**src/rtl/core/lfps_pkg.sv**
```systemverilog
// Shared types and constants for the line-follow PID steering block.
`default_nettype none
package lfps_pkg;

  // Integral clamp, in ticks of error
  localparam int INTEGRAL_LIMIT = 2500;

  localparam int INTEG_W  = 13;  // integral accumulator, signed
  localparam int LOST_W   = 16;  // lost tick counter, unsigned
  localparam int GAIN_W   = 16;  // Q8.8 gains, signed
  localparam int SPEED_W  = 8;   // motor speeds, unsigned
  localparam int STEER_W  = 30;  // steering sum in Q22.8, signed
  localparam int CFG_IDX_W  = 3;
  localparam int CFG_DATA_W = 16;
  localparam int IN_DATA_W  = 8;
  localparam int OUT_DATA_W = 24;

  // Configuration register indexes
  typedef enum logic [CFG_IDX_W-1:0] {
    REG_GAIN_PROP       = 3'd0,
    REG_GAIN_INTEG_DT   = 3'd1,
    REG_GAIN_DERIV_RATE = 3'd2,
    REG_BASE_SPEED      = 3'd3,
    REG_MAX_SPEED       = 3'd4,
    REG_LOST_THRESHOLD  = 3'd5
  } cfg_reg_t;

  // One item handed from the state tracker to the steering arithmetic
  typedef struct packed {
    logic signed [1:0]         err;    // error used this tick
    logic signed [1:0]         prev;   // error of the tick before
    logic signed [INTEG_W-1:0] integ;  // integral after this tick
    logic                      seen;   // either sensor on the line
    logic                      stop;   // lost timeout stop
  } lfps_item_t;

endpackage
`default_nettype wire

```
**src/rtl/core/lfps_steer.sv**
```systemverilog
// Steering arithmetic: products stage, then sum, scale and clamp (or a stop result) into the output register.
`default_nettype none
module lfps_steer
  import lfps_pkg::*;
(
  input  wire logic                     clk,
  input  wire logic                     rst,
  input  wire logic                     in_valid,
  output logic                          in_ready,
  input  wire lfps_item_t               in_item,
  input  wire logic signed [GAIN_W-1:0] gain_prop,
  input  wire logic signed [GAIN_W-1:0] gain_integ_dt,
  input  wire logic signed [GAIN_W-1:0] gain_deriv_rate,
  input  wire logic [SPEED_W-1:0]       base_speed,
  input  wire logic [SPEED_W-1:0]       max_speed,
  output logic                          m_tvalid,
  input  wire logic                     m_tready,
  // fields from bit 0: left_speed[7:0], right_speed[15:8], line_seen[16],
  // line_lost_stop[17], zero fill [23:18]
  output logic [OUT_DATA_W-1:0]         m_tdata
);

  // Products of the three PID terms
  logic                          p_valid;
  logic signed [GAIN_W:0]        p_prop;
  logic signed [GAIN_W+INTEG_W-1:0] p_integ;
  logic signed [GAIN_W+1:0]      p_deriv;
  logic                          p_seen;
  logic                          p_stop;

  logic                          out_ready;
  logic                          p_ready;

  logic signed [GAIN_W:0]        gp_ext;
  logic signed [GAIN_W:0]        err_ext17;
  logic signed [GAIN_W+INTEG_W-1:0] gi_ext;
  logic signed [GAIN_W+INTEG_W-1:0] integ_ext;
  logic signed [GAIN_W+1:0]      gd_ext;
  logic signed [2:0]             err3;
  logic signed [2:0]             prev3;
  logic signed [2:0]             diff3;
  logic signed [GAIN_W+1:0]      diff_ext;

  logic signed [STEER_W-1:0]     steer;
  logic signed [STEER_W-1:0]     base_q;
  logic signed [STEER_W-1:0]     left_q;
  logic signed [STEER_W-1:0]     right_q;
  logic [SPEED_W-1:0]            left_spd;
  logic [SPEED_W-1:0]            right_spd;

  // Divide by 256 toward zero and clamp to 0..max; negatives all land on 0
  function automatic logic [SPEED_W-1:0] speed_of(input logic signed [STEER_W-1:0] q,
                                                   input logic [SPEED_W-1:0] lim);
    logic [STEER_W-9:0] whole;
    whole = q[STEER_W-1:8];
    if (q[STEER_W-1]) begin
      speed_of = '0;
    end else if (whole > {{(STEER_W-8-SPEED_W){1'b0}}, lim}) begin
      speed_of = lim;
    end else begin
      speed_of = whole[SPEED_W-1:0];
    end
  endfunction

  assign out_ready = !m_tvalid || m_tready;
  assign p_ready   = !p_valid || out_ready;
  assign in_ready  = p_ready;

  assign gp_ext    = gain_prop;
  assign err_ext17 = in_item.err;
  assign gi_ext    = gain_integ_dt;
  assign integ_ext = in_item.integ;
  assign gd_ext    = gain_deriv_rate;
  assign err3      = in_item.err;
  assign prev3     = in_item.prev;
  assign diff3     = err3 - prev3;
  assign diff_ext  = diff3;

  always_ff @(posedge clk) begin
    if (rst) begin
      p_valid <= 1'b0;
    end else if (p_ready) begin
      p_valid <= in_valid;
    end
  end

  always_ff @(posedge clk) begin
    if (p_ready) begin
      p_prop  <= gp_ext * err_ext17;
      p_integ <= gi_ext * integ_ext;
      p_deriv <= gd_ext * diff_ext;
      p_seen  <= in_item.seen;
      p_stop  <= in_item.stop;
    end
  end

  always_comb begin
    steer     = STEER_W'(p_prop) + STEER_W'(p_integ) + STEER_W'(p_deriv);
    base_q    = {{(STEER_W-SPEED_W-8){1'b0}}, base_speed, 8'd0};
    left_q    = base_q + steer;
    right_q   = base_q - steer;
    left_spd  = speed_of(left_q, max_speed);
    right_spd = speed_of(right_q, max_speed);
  end

  always_ff @(posedge clk) begin
    if (rst) begin
      m_tvalid <= 1'b0;
    end else if (out_ready) begin
      m_tvalid <= p_valid;
    end
  end

  always_ff @(posedge clk) begin
    if (out_ready) begin
      if (p_stop) begin
        m_tdata <= {6'd0, 1'b1, 1'b0, {SPEED_W{1'b0}}, {SPEED_W{1'b0}}};
      end else begin
        m_tdata <= {6'd0, 1'b0, p_seen, right_spd, left_spd};
      end
    end
  end

endmodule
`default_nettype wire

```
**src/rtl/core/line_follow_pid_steering.sv**
```systemverilog
// An item passes the input register, the products stage and the output register.
// Throughput: one item per cycle when not stalled; the loop state (error, integral,
// lost count) is updated at the accepting edge, so each item sees the one before it.
// An item taken out of following mode clears the state and yields no result.
// Reset (rst, synchronous) empties all stages and restores register defaults.
`default_nettype none
module line_follow_pid_steering
  import lfps_pkg::*;
(
  input  wire logic                    clk,
  input  wire logic                    rst,
  // configuration write port
  input  wire logic                    cfg_we,
  input  wire logic [CFG_IDX_W-1:0]    cfg_index,
  input  wire logic [CFG_DATA_W-1:0]   cfg_data,
  // sensor items in
  input  wire logic                    s_tvalid,
  output logic                         s_tready,
  // fields from bit 0: left_on_line[0], right_on_line[1], following[2],
  // zero fill [7:3]
  input  wire logic [IN_DATA_W-1:0]    s_tdata,
  // speed items out
  output logic                         m_tvalid,
  input  wire logic                    m_tready,
  // fields from bit 0: left_speed[7:0], right_speed[15:8], line_seen[16],
  // line_lost_stop[17], zero fill [23:18]
  output logic [OUT_DATA_W-1:0]        m_tdata
);

  localparam logic signed [INTEG_W:0] INTEG_MAX = (INTEG_W+1)'(INTEGRAL_LIMIT);
  localparam logic signed [INTEG_W:0] INTEG_MIN = -INTEG_MAX;

  // Configuration registers
  logic signed [GAIN_W-1:0] gain_prop;
  logic signed [GAIN_W-1:0] gain_integ_dt;
  logic signed [GAIN_W-1:0] gain_deriv_rate;
  logic [SPEED_W-1:0]       base_speed;
  logic [SPEED_W-1:0]       max_speed;
  logic [LOST_W-1:0]        lost_threshold;

  // Loop state
  logic signed [1:0]         direction_error;
  logic signed [INTEG_W-1:0] integral_ticks;
  logic [LOST_W-1:0]         lost_count;

  // Input register feeding the steering arithmetic
  logic       item_valid;
  lfps_item_t item;
  logic       steer_ready;

  logic                      accept;
  logic                      left_on;
  logic                      right_on;
  logic                      following;
  logic                      seen;
  logic signed [1:0]         err_next;
  logic [LOST_W-1:0]         lost_inc;
  logic                      stop;
  logic signed [INTEG_W:0]   integ_sum;
  logic signed [INTEG_W-1:0] integ_next;

  assign left_on   = s_tdata[0];
  assign right_on  = s_tdata[1];
  assign following = s_tdata[2];

  // Take a new item whenever the input register is empty or moves on
  assign s_tready = !item_valid || steer_ready;
  assign accept   = s_tvalid && s_tready;

  // Configuration: write only while idle, no read-back
  always_ff @(posedge clk) begin
    if (rst) begin
      gain_prop       <= '0;
      gain_integ_dt   <= '0;
      gain_deriv_rate <= '0;
      base_speed      <= '0;
      max_speed       <= 8'd255;
      lost_threshold  <= 16'd25;
    end else if (cfg_we) begin
      case (cfg_index)
        REG_GAIN_PROP:       gain_prop       <= cfg_data;
        REG_GAIN_INTEG_DT:   gain_integ_dt   <= cfg_data;
        REG_GAIN_DERIV_RATE: gain_deriv_rate <= cfg_data;
        REG_BASE_SPEED:      base_speed      <= cfg_data[SPEED_W-1:0];
        REG_MAX_SPEED:       max_speed       <= cfg_data[SPEED_W-1:0];
        REG_LOST_THRESHOLD:  lost_threshold  <= cfg_data[LOST_W-1:0];
        default: ;
      endcase
    end
  end

  // Error from the sensor pair; hold the last error while both are off the line.
  // Count lost ticks with saturation and stop once the threshold is reached.
  always_comb begin
    seen = left_on || right_on;
    if (!seen) begin
      err_next = direction_error;
    end else if (left_on && right_on) begin
      err_next = 2'sd0;
    end else if (left_on) begin
      err_next = -2'sd1;
    end else begin
      err_next = 2'sd1;
    end

    if (lost_count != {LOST_W{1'b1}}) begin
      lost_inc = lost_count + 1'b1;
    end else begin
      lost_inc = lost_count;
    end
    stop = !seen && (lost_inc >= lost_threshold);

    // Accumulate and clamp the integral to the symmetric limit
    integ_sum = (INTEG_W+1)'(integral_ticks) + (INTEG_W+1)'(err_next);
    if (integ_sum > INTEG_MAX) begin
      integ_next = INTEG_W'(INTEG_MAX);
    end else if (integ_sum < INTEG_MIN) begin
      integ_next = INTEG_W'(INTEG_MIN);
    end else begin
      integ_next = integ_sum[INTEG_W-1:0];
    end
  end

  // Loop state advances at the accepting edge; a stop leaves error and integral alone
  always_ff @(posedge clk) begin
    if (rst) begin
      direction_error <= '0;
      integral_ticks  <= '0;
      lost_count      <= '0;
    end else if (accept) begin
      if (!following) begin
        direction_error <= '0;
        integral_ticks  <= '0;
        lost_count      <= '0;
      end else begin
        lost_count <= seen ? '0 : lost_inc;
        if (!stop) begin
          direction_error <= err_next;
          integral_ticks  <= integ_next;
        end
      end
    end
  end

  // Input register: drop items outside following mode
  always_ff @(posedge clk) begin
    if (rst) begin
      item_valid <= 1'b0;
    end else if (s_tready) begin
      item_valid <= accept && following;
    end
  end

  always_ff @(posedge clk) begin
    if (s_tready) begin
      item.err   <= err_next;
      item.prev  <= direction_error;
      item.integ <= integ_next;
      item.seen  <= seen;
      item.stop  <= stop;
    end
  end

  lfps_steer u_steer (
    .clk             (clk),
    .rst             (rst),
    .in_valid        (item_valid),
    .in_ready        (steer_ready),
    .in_item         (item),
    .gain_prop       (gain_prop),
    .gain_integ_dt   (gain_integ_dt),
    .gain_deriv_rate (gain_deriv_rate),
    .base_speed      (base_speed),
    .max_speed       (max_speed),
    .m_tvalid        (m_tvalid),
    .m_tready        (m_tready),
    .m_tdata         (m_tdata)
  );

  // The integral never leaves its clamp
  a_integ_in_range: assert property (@(posedge clk) disable iff (rst)
    (integral_ticks <= INTEG_W'(INTEG_MAX)) && (integral_ticks >= INTEG_W'(INTEG_MIN)))
    else $error("integral outside its limit");

  // Leaving following mode clears all loop state
  a_mode_exit_clears: assert property (@(posedge clk) disable iff (rst)
    accept && !following |=>
      (direction_error == '0) && (integral_ticks == '0) && (lost_count == '0))
    else $error("loop state not cleared on mode exit");

  // Seeing the line resets the lost counter
  a_seen_clears_lost: assert property (@(posedge clk) disable iff (rst)
    accept && following && seen |=> lost_count == '0)
    else $error("lost counter not cleared when line seen");

  // A stop result carries zero speeds and no line flag
  a_stop_zero: assert property (@(posedge clk) disable iff (rst)
    m_tvalid && m_tdata[17] |-> (m_tdata[16:0] == '0))
    else $error("stop result with non-zero speed or line flag");

  // Speeds never exceed the configured maximum
  a_speed_cap: assert property (@(posedge clk) disable iff (rst)
    m_tvalid |-> (m_tdata[7:0] <= max_speed) && (m_tdata[15:8] <= max_speed))
    else $error("speed above maximum");

endmodule
`default_nettype wire
```
**config.mk**
```make
export PLATFORM = sky130hd
export DESIGN_NAME = line_follow_pid_steering
export DESIGN_NICKNAME = d
export VERILOG_FILES = /design/src/rtl/core/lfps_pkg.sv /design/src/rtl/core/lfps_steer.sv /design/src/rtl/core/line_follow_pid_steering.sv
export SDC_FILE = /design/constraint.sdc
export NUM_CORES = 1
export LEC_CHECK = 0
export ABC_AREA = 1
export BUFFER_PORTS_ARGS = -buffer_cell sky130_fd_sc_hd__buf_2
export CORE_MARGIN = 1.5
export CORE_UTILIZATION = 30
export DETAILED_ROUTE_END_ITERATION = 8
export GPL_ROUTABILITY_DRIVEN = 0
export PLACE_DENSITY = 0.47
export SLEW_MARGIN = 10
export SYNTH_ARGS = -nofsm -noshare
export SYNTH_HDL_FRONTEND = slang
export SYNTH_SLANG_ARGS = --single-unit
```
**constraint.sdc**
```tcl
create_clock -name clk -period 18.3 [get_ports clk]
set_input_delay 0.915 -clock clk [delete_from_list [all_inputs] [get_ports clk]]
set_output_delay 0.915 -clock clk [all_outputs]
set_load 0.02 [all_outputs]
```
==> results of run 1 <==
## metal layers
metal	up-vias	routed length [µm]	global-route usage [%]
met1	8784	30640	21.84
met4	2	1030	2.831
met3	64	1888	1.343
met2	254	28080	26.16
met5	-	9	0
li1	9634	-	-
## stage by stage
stage | hold WS [ns] | total power, W | setup slack (ns)
5_1_grt | 0.4310 | 0.003580 | 11.14
3_5_place_dp | 0.4080 | 0.002648 | 11.48
6_report | 0.4240 | 0.003233 | 11.55
4_1_cts | 0.4214 | 0.003277 | 11.45
2_1_floorplan | 0.4003 | 0.002176 | 12.17
3_3_place_gp | 0.4038 | 0.002649 | 11.48
## power by group through the flow
stage / clock network [W] / registers, W / logic, W
after floorplan: 0 / 0.000670 / 0.00151
after global placement: 0 / 0.000699 / 0.00195
after detailed placement: 0 / 0.000699 / 0.00195
after CTS: 0.000629 / 0.000689 / 0.00196
after global routing: 0.000646 / 0.000698 / 0.00224
final: 0.000609 / 0.000686 / 0.00194
## flip-flops by register name, summed over array words and instances, names as in the netlist
signal	cells
lost_count	16
u_steer.p_integ	29
integral_ticks	13
u_steer.p_deriv	18
lost_threshold	16
base_speed	8
u_steer.m_tvalid	1
u_steer.p_prop	17
direction_error	2
u_steer.m_tdata	18
gain_deriv_rate	16
u_steer.p_stop	1
u_steer.p_valid	1
gain_integ_dt	16
item_valid	1
u_steer.p_seen	1
item	19
max_speed	8
gain_prop	16
## final cells by class
class / count / share of cell area (%)
multi-input combinational: 2213 / 61.12
sequential: 217 / 20.40
inverter: 595 / 8.476
tap: 1050 / 4.986
clock buffer: 39 / 3.291
timing repair buffer: 54 / 1.102
clock inverter: 14 / 0.6221
## logic make-up after synthesis
group | Yosys count | share of synthesized area, %
AO/OA/AOI/OAI | 327 | 7.395
XOR/XNOR | 103 | 3.783
adder cells (fa/ha/maj) | 471 | 32.25
buffers and inverters | 679 | 10.74
flip-flops | 217 | 22.36
other | 1 | 0.01560
AND/OR/NAND/NOR | 1306 | 23.46
## worst max path at each step
stage,cells past startpoint,slack (ns),endpoint,start
4_1_cts,23,11.45,u_steer.p_integ[27],item[14]
6_report,23,11.55,u_steer.p_integ[27],item[14]
2_1_floorplan,24,12.17,u_steer.p_integ[25],item[14]
3_3_place_gp,23,11.48,u_steer.p_integ[27],item[14]
5_1_grt,23,11.14,u_steer.p_integ[25],item[14]
3_5_place_dp,23,11.48,u_steer.p_integ[27],item[14]
## worst max-delay path, stage by stage (launching register included)
cell and delay (ns):
edfxtp_1 0.47, inv_1 0.27, or2_2 0.37, fa_1 0.51
fa_1 0.55, inv_1 0.05, fa_1 0.53, inv_1 0.05
fa_1 0.53, inv_1 0.05, fa_1 0.56, fa_1 0.42
ha_1 0.38, a21oi_1 0.14, o21ai_0 0.13, nand2_1 0.08
nand2_1 0.05, a21oi_1 0.21, o21ai_0 0.17, a21boi_0 0.40
o21ai_0 0.25, nand2_1 0.11, nand2_1 0.06, xor2_1 0.14
## cell usage in the layout (no fill, tap or decap), drive strengths merged, types with 4 or more instances in the layout
master and n:
clkinv 11, o21bai 9, o21ai 107, clkbuf 39
inv 590, nand2 811, nor3 21, buf 54
edfxtp 103, nor2 281, nand3b 4, clkinvlp 5
xnor2 30, a31oi 6, a21oi 171, or2 28
nand4 38, nand3 115, xor2 73, o211ai 15
conb 6, ha 223, dfxtp 114, a21o 7
fa 248, nor4 4
==> impl_metrics.ini, run 1 <==
[hold_path]
min_path_type = reg2reg
worstHoldStart = item[0]
hold_path_end = u_steer.p_stop
hold_depth = 0

[routing]
drt_iter0_markers = 853
vias = 18740
ant_nets = 0
vias_per_cell = 4.481
wl_per_cell_um = 14.74
drc_errors = 0
wirelength_um = 61640
firstDrtPassIters = 4

[floorplanning]
die_x_um = 286.1
design.die.area_um2 = 81860
rows = 103
die_h_um = 286.1
num_io_pins = 58
start_util_pct = 30.39
core_area_um2 = 79130

[logic_synthesis]
yosysMostFrequentCell = nand2_1
synth_commonest_cells = nand2_1, inv_1, fa_1, nor2_1, ha_1
yosysTopAreaCellShare_pct = 20.65
yosys_warnings = 0
yosysUniqueCellTypes = 52
synthTopCellsByArea = fa_1, edfxtp_1, nand2_1
yosysTopAreaCell = fa_1
postSynthAreaPerCell_um2 = 7.746
syn_area_um2 = 24040
ys.flop_type = dfxtp_1
synthCells = 3104
synth_seq_area_share_pct = 22.36
ys_ff_latch = 217
synth_edf_count = 103
async_flop_share_pct = 0

[sta]
finalClockSkew_ns = 0.01865
slew_headroom_pct = 29.33
grt_setup_unrepaired = no
tightest_slew_ns = 1.056
fmax_mhz = 148.1
finalMaxSlewViolations = 0
hold_viol = 0
setup_violations = 0
tns_ns = 0
fin_crit_sh_pct = 36.90
final.min_clock_period_ns = 6.753

[grt]
antenna_found_initial = 5
grt_pass1_wl_um = 102700
track_usage_pct = 15.54
globalRouteOverflowTotal = 0
grt_start_max_net_pins = 69
grt_pass1_vias = 19250

[placement]
dp.cells = 4129
dp_hpwl_um = 49800
port_buffers = 46
place_area_um2 = 25320

[worst_setup_path]
crit_path_start_kind = flop
arrival_ns = 7.05
end_kind = flop
crit_required_ns = 18.60
reg2regPathDepth = 23
worstPathMaxFanout = 15
r2r_end = u_steer.p_integ[27]
timing.reg2reg.setup_slack_ns = 11.55
path_class = reg2reg
r2r-start = item[14]

[run]
drv_cap = 0

[clock_network]
cts-buffers-inserted = 29
cts_root_buffer = clkbuf_16
cts_sinks = 217
cts_tree = yes
path_clk_slew_ns = 0.06
cts_resized = 0
clkLatencyLatePin_ns = 0.57
post-cts-setup-buffers = 0
clock_path_buffers = 3
cts_hold_buffers = 0
htreeDepth = 1

[layout]
fin_area_um2 = 26350
seq_area_um2 = 5375
fin_util_pct = 33.30
final_nets = 3613
n_antenna_cell = 0
syn2layout_area_growth_pct = 9.585
fillers = 8489
final_cells = 4182
multi_input_comb_area_um2 = 16110
layout-drive-gt1-share_pct = 7.503

[power]
p_comb_share_pct = 59.9
clkPwrFrac_pct = 18.8
p_int_w = 0.001619
p_leak_nw = 14.00
seqPwrFrac_pct = 21.2
power.switching_w = 0.001614
peakVddDrop_uv = 66.57
swShare_pct = 49.94
p_per_area_nw_per_um2 = 122.7

[run_status]
outcome = complete, no violations
Power figures use the tool's default switching activity.
==> run 2, diff against run 1 <==
clock period = 6.4 ns   (was 18.3 ns; I/O delays follow)
==> run 2 against run 1 <==
Compared with the run above: total power grew to 2.8 times the previous value; setup slack worse by 11 ns; largest cell class unchanged; hold slack got worse by 0.34 ns; highest routed layer is now met4; clock-buffer cell count stayed put; utilization up 0.45 points; final cell count rose by 1.4%; clock power rose to 2.6 times the previous value; first-iteration DRC count increased by 18%; non-clock buffer count up 58.
==> impl_metrics.ini, run 2 (synthesis results as in run 1) <==
[layout]
reg_top3 = u_steer.p_integ (29), item (19)
largest_reg_flops = 29
n_antenna_cell = 0
syn2layout_area_growth_pct = 11.06
final_cell_mix = nand2_1, inv_1, nor2_1, fa_1, ha_1
final_common_cell = nand2_1
final_nets = 3670
max_flop_register = u_steer.p_integ
layout-drive-gt1-share_pct = 9.188
fin_area_um2 = 26700

[clock_network]
cts-buffers-inserted = 28
htreeDepth = 1
path_clk_slew_ns = 0.06
cts_root_buffer = clkbuf_16
clkLatencyLatePin_ns = 0.57
cts_tree = yes
clock_path_buffers = 3
cts_sinks = 217

[worst_setup_path]
crit_path_start_kind = flop
end_kind = flop
arrival_ns = 6.36
crit_required_ns = 6.69
path_class = reg2reg
worstPathMaxFanout = 5

[floorplanning]
num_io_pins = 58
design.die.area_um2 = 81860
start_util_pct = 30.39
core_area_um2 = 79130
rows = 103
die_x_um = 286.1
die_h_um = 286.1

[sta]
grt_setup_unrepaired = no
slew_headroom_pct = 20.36
fmax_mhz = 164.9
finalMaxSlewViolations = 0
final.min_clock_period_ns = 6.066
tightest_slew_ns = 1.190
fin_hold_ws_ns = 0.08022
finalClockSkew_ns = 0.02517
fin_crit_sh_pct = 94.78
hold_viol = 0
setup_violations = 0
tns_ns = 0

[routing]
vias = 18910
drt_iter0_markers = 1008
wirelength_um = 63140
firstDrtPassIters = 8
ant_nets = 0
drc_errors = 0
wl_per_cell_um = 14.90
vias_per_cell = 4.462

[power]
peakVddDrop_uv = 212.6
seqPwrFrac_pct = 20.5
power.switching_w = 0.004629
swShare_pct = 50.46
p_per_area_nw_per_um2 = 343.5
p_leak_nw = 14.26
p_comb_share_pct = 62.4
clkPwrFrac_pct = 17.1
p_int_w = 0.004544

[grt]
antenna_found_initial = 1
grtUsageMet2_pct = 26.38
grt_pass1_vias = 19060
gr-max-usage-layer = met2
grt_pass1_wl_um = 102700
grt_start_max_net_pins = 75
use_met3_pct = 1.725
track_usage_pct = 15.73
globalRouteOverflowTotal = 0
use_met1_pct = 21.86

[placement]
dp_hpwl_um = 51650
port_buffers = 46
place_area_um2 = 25740

[run]
drv_cap = 0

[hold_path]
min_path_type = in2reg

[run_status]
outcome = complete, no violations
-- run 2: cell types whose count changed in the layout (fill, tap and decap cells not counted), moves of 3 or more --
cell / previous run / this run
buf_4: 8 / 66
bufinv_16: 3 / 0
clkinv_2: 3 / 6
clkinvlp_4: 5 / 1
o21ai_0: 106 / 103
-- run 2: repair_timing --
| item | CTS | global route |
|---|---|---|
| hold buffers | 0 | 0 |
| endpoints found under the setup margin | 0 | 14 |
| buffers inserted | 0 | 2 |
| gates resized for setup | 0 | 7 |
-- run 2: routing by layer --
layer,share of wire [%],wire length (µm),vias to the layer above
met5,0,0,-
met4,2.1,1316,0
met3,3.2,2047,62
met2,46,28730,232
met1,49,31050,8853
li1,-,-,9766
-- run 2: through the flow --
step	util, %	setup WS [ns]	cells	power (W)
after detailed placement	32.53	0.1258	4185	0.007645
final	33.75	0.3340	4239	0.009173
after floorplan	-	0.2745	3109	0.006221
after global placement	32.53	0.08043	4185	0.007633
after CTS	33.68	0.08668	4237	0.009273
after global routing	33.75	0.002115	4239	0.01012
-- run 2: final timing paths --
path	startpoint	end	slack (ns)	cells after the start
worst max-delay path	item[14]	u_steer.p_integ[26]	0.33	21
worst min-delay path	cfg_data[15]	gain_integ_dt[15]	0.08	3
worst max register to register	item[14]	u_steer.p_integ[26]	0.33	21
worst min register to register	item[1]	u_steer.p_seen	0.42	0
-- run 2: layout make-up --
cell class	count	area [µm²]
clock inverter	13	80.08
sequential	217	5375
fill	8544	52430
timing repair buffer	112	725.7
clock buffer	39	835.8
multi-input combinational	2213	16140
tap	1050	1314
inverter	595	2233
-- run 2: critical path, cell delays in order (launching register included) --
cell and delay (ns):
edfxtp_1 0.34, inv_1 0.05, or2_2 0.28, fa_1 0.52
fa_1 0.54, inv_1 0.05, fa_1 0.57, inv_1 0.07
fa_1 0.53, inv_1 0.06, fa_1 0.56, fa_1 0.47
ha_4 0.32, nand2_1 0.07, nor4_1 0.29, nor2_1 0.12
o21ai_0 0.27, a21oi_1 0.14, o21ai_0 0.15, buf_4 0.14
a31oi_1 0.08, xor2_1 0.15
-- run 2: power by group through the flow --
stage | Combinational (W) | Sequential (W) | Clock, W
floorplan | 0.00431 | 0.00192 | 0
global placement | 0.00572 | 0.00191 | 0
detailed placement | 0.00573 | 0.00191 | 0
CTS | 0.00577 | 0.00188 | 0.00162
global route | 0.00655 | 0.00190 | 0.00167
finish | 0.00572 | 0.00188 | 0.00157
